$ cat src/design/sha_pkg.sv
`timescale 1ns / 1ps
`default_nettype none
// ----------------------------------------------------------------------------
// SHA-256 package
// Round constants, initial hash values, round functions and sequencer states.
// ----------------------------------------------------------------------------
package sha_pkg;

  typedef enum logic [2:0] {
    ST_IDLE,
    ST_PAD,
    ST_LOAD,
    ST_ROUND,
    ST_ADD,
    ST_EMIT
  } state_t;

  localparam logic [7:0] PAD_MARK = 8'h80;
  localparam logic [5:0] LEN_POS  = 6'd56;

  function automatic logic [31:0] round_k(input logic [5:0] t);
    logic [31:0] k [64];
    k = '{
      32'h428A2F98, 32'h71374491, 32'hB5C0FBCF, 32'hE9B5DBA5, 32'h3956C25B, 32'h59F111F1,
      32'h923F82A4, 32'hAB1C5ED5, 32'hD807AA98, 32'h12835B01, 32'h243185BE, 32'h550C7DC3,
      32'h72BE5D74, 32'h80DEB1FE, 32'h9BDC06A7, 32'hC19BF174, 32'hE49B69C1, 32'hEFBE4786,
      32'h0FC19DC6, 32'h240CA1CC, 32'h2DE92C6F, 32'h4A7484AA, 32'h5CB0A9DC, 32'h76F988DA,
      32'h983E5152, 32'hA831C66D, 32'hB00327C8, 32'hBF597FC7, 32'hC6E00BF3, 32'hD5A79147,
      32'h06CA6351, 32'h14292967, 32'h27B70A85, 32'h2E1B2138, 32'h4D2C6DFC, 32'h53380D13,
      32'h650A7354, 32'h766A0ABB, 32'h81C2C92E, 32'h92722C85, 32'hA2BFE8A1, 32'hA81A664B,
      32'hC24B8B70, 32'hC76C51A3, 32'hD192E819, 32'hD6990624, 32'hF40E3585, 32'h106AA070,
      32'h19A4C116, 32'h1E376C08, 32'h2748774C, 32'h34B0BCB5, 32'h391C0CB3, 32'h4ED8AA4A,
      32'h5B9CCA4F, 32'h682E6FF3, 32'h748F82EE, 32'h78A5636F, 32'h84C87814, 32'h8CC70208,
      32'h90BEFFFA, 32'hA4506CEB, 32'hBEF9A3F7, 32'hC67178F2};
    return k[t];
  endfunction

  function automatic logic [31:0] init_h(input logic [2:0] i);
    logic [31:0] h [8];
    h = '{32'h6A09E667, 32'hBB67AE85, 32'h3C6EF372, 32'hA54FF53A,
          32'h510E527F, 32'h9B05688C, 32'h1F83D9AB, 32'h5BE0CD19};
    return h[i];
  endfunction

  function automatic logic [31:0] ror(input logic [31:0] v, input int n);
    return (v >> n) | (v << (32 - n));
  endfunction

  function automatic logic [31:0] sig_lo(input logic [31:0] x);
    return ror(x, 7) ^ ror(x, 18) ^ (x >> 3);
  endfunction

  function automatic logic [31:0] sig_hi(input logic [31:0] x);
    return ror(x, 17) ^ ror(x, 19) ^ (x >> 10);
  endfunction

endpackage
`default_nettype wire

$ cat src/design/sha256_stream_hasher.sv
`timescale 1ns / 1ps
`default_nettype none
// Bytes are taken one a cycle; a byte that fills the block holds the input
// while the block is loaded, run through the rounds and added to the chain.
// End of message writes up to 72 padding bytes at one a cycle, with one or two
// compressions, then emits 8 items. Input is held from end of message until the
// last item is taken.
// Reset (synchronous, rst high) restores initial hash values, clears counts.
// ----------------------------------------------------------------------------
// SHA-256 stream hasher
// Byte-serial absorber with a RAM block store and a one-round-per-cycle core.
// ----------------------------------------------------------------------------
module sha256_stream_hasher (
  input  wire         clk,
  input  wire         rst,
  input  wire         s_tvalid,
  output logic        s_tready,
  input  wire  [15:0] s_tdata,   // [7:0] data_byte, [8] has_byte, [15:9] zero
  input  wire         s_tlast,   // end_of_message
  input  wire         m_tready,
  output logic        m_tvalid,
  output logic [39:0] m_tdata,   // [31:0] digest_word, [34:32] word_index
  output logic        m_tlast    // last_word
);

  sha_pkg::state_t state, state_next;

  logic [31:0] chain [8];
  logic [31:0] v [8];
  logic [31:0] w [16];
  logic [5:0]  fill;
  logic [63:0] total;
  logic [6:0]  cnt;
  logic        pad_end;
  logic        mark_done;
  logic        len_blk;
  logic        finish;
  logic [2:0]  widx;

  logic        ram_we;
  logic [5:0]  ram_waddr;
  logic [7:0]  ram_wdata;
  logic [5:0]  ram_raddr;
  logic [7:0]  ram_rdata;

  sha_ram #(.Width(8), .Depth(64)) u_store (
    .clk(clk), .we(ram_we), .waddr(ram_waddr), .wdata(ram_wdata),
    .raddr(ram_raddr), .rdata(ram_rdata)
  );

  logic        in_acc;
  logic        has_byte;
  logic [63:0] bits;
  logic [7:0]  pad_byte;
  logic [31:0] t1, t2, w_new;

  assign in_acc    = s_tvalid && s_tready;
  assign has_byte  = s_tdata[8];
  assign bits      = {total[60:0], 3'b000};
  assign ram_raddr = cnt[5:0];

  // Length bytes go out most significant first in the final block only
  always_comb begin
    if (!mark_done) begin
      pad_byte = sha_pkg::PAD_MARK;
    end else if (len_blk && fill >= sha_pkg::LEN_POS) begin
      pad_byte = bits[{~fill[2:0], 3'b000} +: 8];
    end else begin
      pad_byte = 8'h00;
    end
  end

  // Write port: bytes from input or padding
  always_comb begin
    ram_we    = 1'b0;
    ram_waddr = fill;
    ram_wdata = s_tdata[7:0];
    if (state == sha_pkg::ST_IDLE && in_acc && has_byte) begin
      ram_we = 1'b1;
    end else if (state == sha_pkg::ST_PAD) begin
      ram_we    = 1'b1;
      ram_wdata = pad_byte;
    end
  end

  always_comb begin
    t1 = v[7] + (sha_pkg::ror(v[4], 6) ^ sha_pkg::ror(v[4], 11) ^ sha_pkg::ror(v[4], 25))
       + ((v[4] & v[5]) ^ (~v[4] & v[6])) + sha_pkg::round_k(cnt[5:0]) + w[0];
    t2 = (sha_pkg::ror(v[0], 2) ^ sha_pkg::ror(v[0], 13) ^ sha_pkg::ror(v[0], 22))
       + ((v[0] & v[1]) ^ (v[0] & v[2]) ^ (v[1] & v[2]));
    w_new = w[0] + sha_pkg::sig_lo(w[1]) + w[9] + sha_pkg::sig_hi(w[14]);
  end

  always_comb begin
    state_next = state;
    unique case (state)
      sha_pkg::ST_IDLE: begin
        if (in_acc) begin
          if (has_byte && fill == 6'd63) begin
            state_next = sha_pkg::ST_LOAD;
          end else if (s_tlast) begin
            state_next = sha_pkg::ST_PAD;
          end
        end
      end
      sha_pkg::ST_PAD:   if (fill == 6'd63) state_next = sha_pkg::ST_LOAD;
      sha_pkg::ST_LOAD:  if (cnt == 7'd64) state_next = sha_pkg::ST_ROUND;
      sha_pkg::ST_ROUND: if (cnt == 7'd63) state_next = sha_pkg::ST_ADD;
      sha_pkg::ST_ADD: begin
        if (finish) state_next = sha_pkg::ST_EMIT;
        else if (pad_end) state_next = sha_pkg::ST_PAD;
        else state_next = sha_pkg::ST_IDLE;
      end
      sha_pkg::ST_EMIT:  if (m_tready && widx == 3'd7) state_next = sha_pkg::ST_IDLE;
      default:           state_next = sha_pkg::ST_IDLE;
    endcase
  end

  always_comb begin
    s_tready = (state == sha_pkg::ST_IDLE);
    m_tvalid = (state == sha_pkg::ST_EMIT);
    m_tdata  = {5'd0, widx, chain[widx]};
    m_tlast  = (widx == 3'd7);
  end

  always_ff @(posedge clk) begin
    if (rst) begin
      state     <= sha_pkg::ST_IDLE;
      fill      <= '0;
      total     <= '0;
      cnt       <= '0;
      pad_end   <= 1'b0;
      mark_done <= 1'b0;
      len_blk   <= 1'b0;
      finish    <= 1'b0;
      widx      <= '0;
      for (int i = 0; i < 8; i++) chain[i] <= sha_pkg::init_h(3'(i));
    end else begin
      state <= state_next;
      cnt   <= '0;
      unique case (state)
        sha_pkg::ST_IDLE: begin
          if (in_acc) begin
            if (has_byte) begin
              fill  <= fill + 6'd1;
              total <= total + 64'd1;
            end
            if (s_tlast) pad_end <= 1'b1;
          end
        end
        sha_pkg::ST_PAD: begin
          fill <= fill + 6'd1;
          if (!mark_done) begin
            // a mark at or past the length slot pushes the length to the next block
            mark_done <= 1'b1;
            len_blk   <= (fill < sha_pkg::LEN_POS) || (fill == 6'd63);
          end else if (fill == 6'd63) begin
            if (len_blk) finish <= 1'b1;
            else len_blk <= 1'b1;
          end
        end
        sha_pkg::ST_LOAD: begin
          if (cnt != 7'd64) cnt <= cnt + 7'd1;
          // shift read data in one byte at a time, first byte ends in w[0] msb
          if (cnt != 7'd0) begin
            for (int i = 0; i < 15; i++) w[i] <= {w[i][23:0], w[i + 1][31:24]};
            w[15] <= {w[15][23:0], ram_rdata};
          end
          if (cnt == 7'd64) begin
            for (int i = 0; i < 8; i++) v[i] <= chain[i];
          end
        end
        sha_pkg::ST_ROUND: begin
          cnt <= cnt + 7'd1;
          for (int i = 0; i < 15; i++) w[i] <= w[i + 1];
          w[15] <= w_new;
          v[7] <= v[6]; v[6] <= v[5]; v[5] <= v[4]; v[4] <= v[3] + t1;
          v[3] <= v[2]; v[2] <= v[1]; v[1] <= v[0]; v[0] <= t1 + t2;
        end
        sha_pkg::ST_ADD: begin
          for (int i = 0; i < 8; i++) chain[i] <= chain[i] + v[i];
        end
        sha_pkg::ST_EMIT: begin
          if (m_tready) begin
            widx <= widx + 3'd1;
            if (widx == 3'd7) begin
              for (int i = 0; i < 8; i++) chain[i] <= sha_pkg::init_h(3'(i));
              total     <= '0;
              pad_end   <= 1'b0;
              mark_done <= 1'b0;
              len_blk   <= 1'b0;
              finish    <= 1'b0;
            end
          end
        end
        default: ;
      endcase
    end
  end

endmodule
`default_nettype wire

$ cat src/design/sha_ram.sv
`timescale 1ns / 1ps
`default_nettype none
// ----------------------------------------------------------------------------
// Generic RAM
// One write port, one read port, read data registered.
// ----------------------------------------------------------------------------
module sha_ram #(
  parameter int Width = 8,
  parameter int Depth = 64
) (
  input  wire                      clk,
  input  wire                      we,
  input  wire [$clog2(Depth)-1:0]  waddr,
  input  wire [Width-1:0]          wdata,
  input  wire [$clog2(Depth)-1:0]  raddr,
  output logic [Width-1:0]         rdata
);

  logic [Width-1:0] mem [Depth];

  always_ff @(posedge clk) begin
    if (we) begin
      mem[waddr] <= wdata;
    end
    rdata <= mem[raddr];
  end

endmodule
`default_nettype wire

$ cat config.mk
export PLATFORM = sky130hd
export DESIGN_NAME = sha256_stream_hasher
export DESIGN_NICKNAME = d
export VERILOG_FILES = /design/src/design/sha_pkg.sv /design/src/design/sha256_stream_hasher.sv /design/src/design/sha_ram.sv
export SDC_FILE = /design/constraint.sdc
export NUM_CORES = 2
export LEC_CHECK = 0
export BUFFER_PORTS_ARGS = -buffer_cell sky130_fd_sc_hd__buf_2
export CORE_MARGIN = 2
export CORE_UTILIZATION = 46
export CTS_CLUSTER_DIAMETER = 30
export CTS_CLUSTER_SIZE = 24
export DETAILED_ROUTE_END_ITERATION = 10
export GPL_TIMING_DRIVEN = 0
export PLACE_DENSITY_LB_ADDON = 0.08
export REMOVE_ABC_BUFFERS = 1
export SETUP_SLACK_MARGIN = 0.4
export SLEW_MARGIN = 20
export SYNTH_ARGS = -nofsm -noshare
export SYNTH_HDL_FRONTEND = slang
export SYNTH_SLANG_ARGS = --single-unit
export TNS_END_PERCENT = 1
$ cat constraint.sdc
create_clock -name clk -period 40 [get_ports clk]
set_input_delay 10 -clock clk [delete_from_list [all_inputs] [get_ports clk]]
set_output_delay 10 -clock clk [all_outputs]
set_load 0.1 [all_outputs]
======== Word level (Yosys, flattened, before mapping) ========
Memories as Yosys holds them, arrays and structs flattened. A register that Yosys moved wholly into a read port is not among the register bits.
Cells that the tools add are included.
word-level totals
  flip-flop bits (word level) ............. 87
  memory bits (writable) .................. 1536
  memory bits (read-only) ................. 2048
  bits of input ports ..................... 21
  output and inout bits ................... 43
  logic and storage cells ................. 258
  memories kept ........................... 5
memories
  name             depth  bits a word  read ports  clocked after Yosys merged registers in  wr ports  RTL line                    source
  (no name shown)  64     32           1           0                                        0         sha_pkg.sv:35               return k[t];
  u_store.mem      64     8            1           1                                        1         sha_ram.sv:19               logic [Width-1:0] mem [Depth];
  w                16     32           16          0                                        16        sha256_stream_hasher.sv:30  logic [31:0] w [16];
  chain            8      32           9           1                                        8         sha256_stream_hasher.sv:28  logic [31:0] chain [8];
  v                8      32           8           0                                        8         sha256_stream_hasher.sv:29  logic [31:0] v [8];
operators by class
  $add $sub $neg .......................... 22
  order comparisons ....................... 3
  equality and inequality tests ........... 23
  shift-type cells ........................ 1
  mux-type cells .......................... 106
  bitwise operators ....................... 69
  reductions and logical operators ........ 20
operators by type and width
  kind                                            count
  two-way mux 32 bit                              42
  adder 32 bit                                    18
  XOR 32 bit                                      9
  two-way mux 64 bit                              4
  bitwise AND 32 bit                              5
  case mux 64 bit (2 select lines)                1
  adder 64 x 1 -> 64 bit (second input constant)  1
  variable part select 64 x 7 -> 8 bit            1
  bitwise OR 1 bit                                40
  two-way mux 1 bit                               35
  two-way mux 8 bit                               4
  NOT 32 bit                                      1
  bitwise OR 10 x 32 -> 32 bit                    1
  bitwise OR 13 x 32 -> 32 bit                    1
  bitwise OR 14 x 32 -> 32 bit                    1
  bitwise OR 15 x 32 -> 32 bit                    1
  bitwise OR 19 x 32 -> 32 bit                    1
  bitwise OR 21 x 32 -> 32 bit                    1
  bitwise OR 25 x 32 -> 32 bit                    1
  bitwise OR 26 x 32 -> 32 bit                    1
  bitwise OR 30 x 32 -> 32 bit                    1
  bitwise OR 7 x 32 -> 32 bit                     1
  XOR 32 x 22 -> 32 bit                           1
  XOR 32 x 29 -> 32 bit                           1
  other kinds (36)                                71

======== Logic depth before layout (Yosys ltp) ========
An unclocked memory read counts as a cell.
  depth in word-level cells ............... 10
  depth in mapped cells ................... 45
  depth with buffers taken out ............ 40

======== Modules after synthesis ========
Synthesis repeated with hierarchy kept, for this count alone.
second synthesis, totals
  cell total of the unflattened synthesis .. 8806
  area total of the unflattened synthesis .. 94962.3 um^2
modules (own cells, without submodules)
  module                instances  cells each  area each (um^2)  seq. area each (um^2)
  sha256_stream_hasher  1          7834        74771.7           31209.9
  sha_ram               1          972         20190.6           15534.9

======== Worst setup path after synthesis ========
Ideal clock, no wire load.
  path kind ............................... input-to-reg
  start ................................... input port rst
  end ..................................... memory w[0][0], enable pin
  setup time .............................. 1560 ps
  arrival time ............................ 34744 ps
  data required time ...................... 38440 ps
  slack ................................... 3696 ps
  stages .................................. 2
  buffers on the path ..................... 0
  cell sequence ........................... nand2b_1 > a21oi_1
RTL lines
  item             RTL line                    source
  start, declared  sha256_stream_hasher.sv:15  input wire rst,
  end, declared    sha256_stream_hasher.sv:30

==> results.tsv <==
stage	metric	value	unit
outcome	status	finished clean	
synth	ys_seq_area_share	49.6	%
final_layout	drive_gt1_share	15.3	%
synth	synthCells	8638	
final_layout	fin_nets	9423	
detailed_routing	routedWlPerCell	23.8	um
synth	ys.warnings.count	0	
final_layout	layout_common_cells	nand2_1, edfxtp_1, clkbuf_16	
placed_design	hpwl	204000	um
job	maxCapViolations	0	
global_routing	grt_pass1_vias	66181	
critical_path	cp_max_fo	33	
critical_path	cpMaxStageDelayCell	dfxtp_4	
placed_design	placedCellCount	11065	
hold_path	hold_path.class	reg -> reg	
floorplan	io_pins	64	
detailed_routing	viasPerCell	5.70	
synth	synth-seq-cells	1631	
global_routing	grt_max_degree	88	
synth	async_reset_ff_share	0	%
floorplan	core_area	0.204	sq mm
detailed_routing	antenna_left	0	
detailed_routing	drt-total-wl	282000	um
sta	relSlewSlack	20.8	%
sta	period_minus_slack	13.24	ns
sta	rsz0062_at_grt	false	
final_layout	area_growth	21.2	%
global_routing	grt_usage	26.8	%
power_and_ir_drop	total_power	7.17	mW
critical_path	setup.worst_path.class	reg -> out	
clock_tree	clock_latency	0.97	ns
clock_tree	path_clk_slew	0.05	ns
floorplan	start_util	46.2	%
power_and_ir_drop	ir_worst_vdd	0.0000628	V
final_layout	fin_util	56.0	%
critical_path	cpPeakStageDelay	0.75	ns
placed_design	place_congestion	0.929	
global_routing	grt_pass1_wl	424000	um
final_layout	fin_cells	11853	
critical_path	end_kind	output pin	
clock_tree	cts_resized	0	
detailed_routing	vias	67576	
final_layout	final_common_cell	nand2_1	
clock_tree	clockRootBuffer	clkbuf_16	
floorplan	die_w	457	um
synth	synthesis.area	0.0942	sq mm
detailed_routing	drtPass1Iterations	8	
clock_tree	cts_htree_levels	5	
sta	drv_slew	0	
clock_tree	hold_buffers	0	
clock_tree	cts_buffer_depth	4	
sta	setup_violations	0	
sta	tightest_slew	1.18	ns
critical_path	worstSetupStartpointType	register	
synth	ys_top_cells_by_area	edfxtp_1, nand2_1, mux4_2	
placed_design	port_buffers	51	
synth	yosysTopAreaCell	edfxtp_1	
power_and_ir_drop	p_leak	43.6	nW
final_layout	fillers	17288	
floorplan	die_y	457	um
floorplan	num_rows	166	
clock_tree	clkSinkCount	1631	
synth	synth_top_area_share	44.9	%
floorplan	dieArea	0.209	sq mm
sta	period_share	33.1	%
synth	syn_area_per_cell	10.9	sq um
power_and_ir_drop	p_per_area	62.7	mW/mm^2
synth	synth_cell_type_count	106	
critical_path	cp.required	30.00	ns
global_routing	overflow	0	
clock_tree	cts_tree	yes	
detailed_routing	drc	0	
sta	clock-skew-final	0.0781	ns
critical_path	crit_chain	buf_16 > mux4_2 > mux2_2 > buf_2	
critical_path	crit_arrival	3.24	ns
synth	ys.flop_type	edfxtp_1	
synth	synth_edf_count	1408	
global_routing	antenna_found_initial	6	
sta	timing.fmax	75.5	MHz
clock_tree	post-cts-setup-buffer-count	0	
sta	finalHoldViolations	0	
detailed_routing	drt-initial-drc-count	6334	
clock_tree	cts_made_buffers	429	
cell usage after synthesis (41+ instances only):
cell type and n:
inv_1 310, o21bai_1 44, o211ai_1 43, nand3_1 126, a211oi_1 50, nor2_1 439, and3_1 41, a21oi_1 415
mux2_2 225, nand2_1 2015, a21o_1 206, xor2_1 239, nor3_1 110, edfxtp_1 1408, mux4_2 232, nand2b_1 61
or3_1 42, mux2i_1 42, ha_1 399, fa_1 195, o21ai_0 401, a31oi_1 57, o21a_1 58, dfxtp_1 223
clkbuf_1 393, nor2b_1 49, xnor2_1 382
critical path, delay by kind of cell, from the launching register on:
kind | cells | cell delay (ns)
DFF | 1 | 0.75
buffers and inverters | 2 | 0.60
muxes | 2 | 0.80
flip-flops by register name, summed over array words and instances, names as in the netlist, 6 cells and up, named ones only:
name and cells:
u_store.mem 512, w 512, chain 256, v 256, total 61, u_store.rdata 8
cnt 7, fill 6
where the power goes:
group	internal [mW]	switching (mW)	total [mW]
clock network	2.48	1.03	3.51
logic	0.651	1.00	1.66
registers	1.96	0.0464	2.00
total	5.08	2.08	7.17
through the flow:
stage	setup WS [ns]	hold WS [ns]	setup TNS, ns	area, sq um
finish	26.76	0.481	0	114000
global route	26.69	0.513	0	114000
CTS	26.73	0.484	0	114000
detailed placement	26.05	0.470	0	99500
global placement	-10.01	0.459	-5236.10	96100
floorplan	3.70	0.441	0	92500
layer usage:
metal / up-vias / GRT usage, % / wire, um
li1: 31353 / - / -
met1: 33488 / 40.6 / 134000
met2: 2243 / 38.8 / 121000
met3: 490 / 5.20 / 20000
met4: 2 / 7.85 / 7710
met5: - / 0 / 13
worst paths after layout:
check             slack (ns)                    to                 start  depth (start not counted)
hold / removal          0.48  pad_end$_SDFFE_PP0P_  pad_end$_SDFFE_PP0P_                          2
setup / recovery       26.76           m_tdata[23]              register                          4
hold reg to reg         0.48  pad_end$_SDFFE_PP0P_  pad_end$_SDFFE_PP0P_                          2
setup reg to reg       27.96    v[0][28]$_DFFE_PP_     cnt[0]$_SDFF_PP0_                         38
final cells by class:
type / count / area, sq um / share of cell area, %
Antenna cell: 7 / 17.5 / 0.0153
Clock buffer: 521 / 11500 / 10.1
Clock inverter: 260 / 3220 / 2.82
Inverter: 314 / 1190 / 1.04
Multi-Input combinational cell: 6244 / 44800 / 39.2
Sequential cell: 1631 / 46800 / 40.9
Tap cell: 2688 / 3360 / 2.94
Timing Repair Buffer: 188 / 3370 / 2.95
cells by family after synthesis:
| kind of cell | after synthesis | synth area share, % |
|---|---|---|
| and+or+nand+nor | 3025 | 13.4 |
| DFF | 1631 | 49.6 |
| AOI/OAI and AO/OA | 1496 | 10.0 |
| buffers and inverters | 767 | 3.09 |
| xor gates and xnor gates | 621 | 5.77 |
| adders and majority gates | 598 | 9.48 |
| muxes | 499 | 8.68 |
| other | 1 | 0.00398 |
Note: power is estimated with default switching activity, not from simulation.
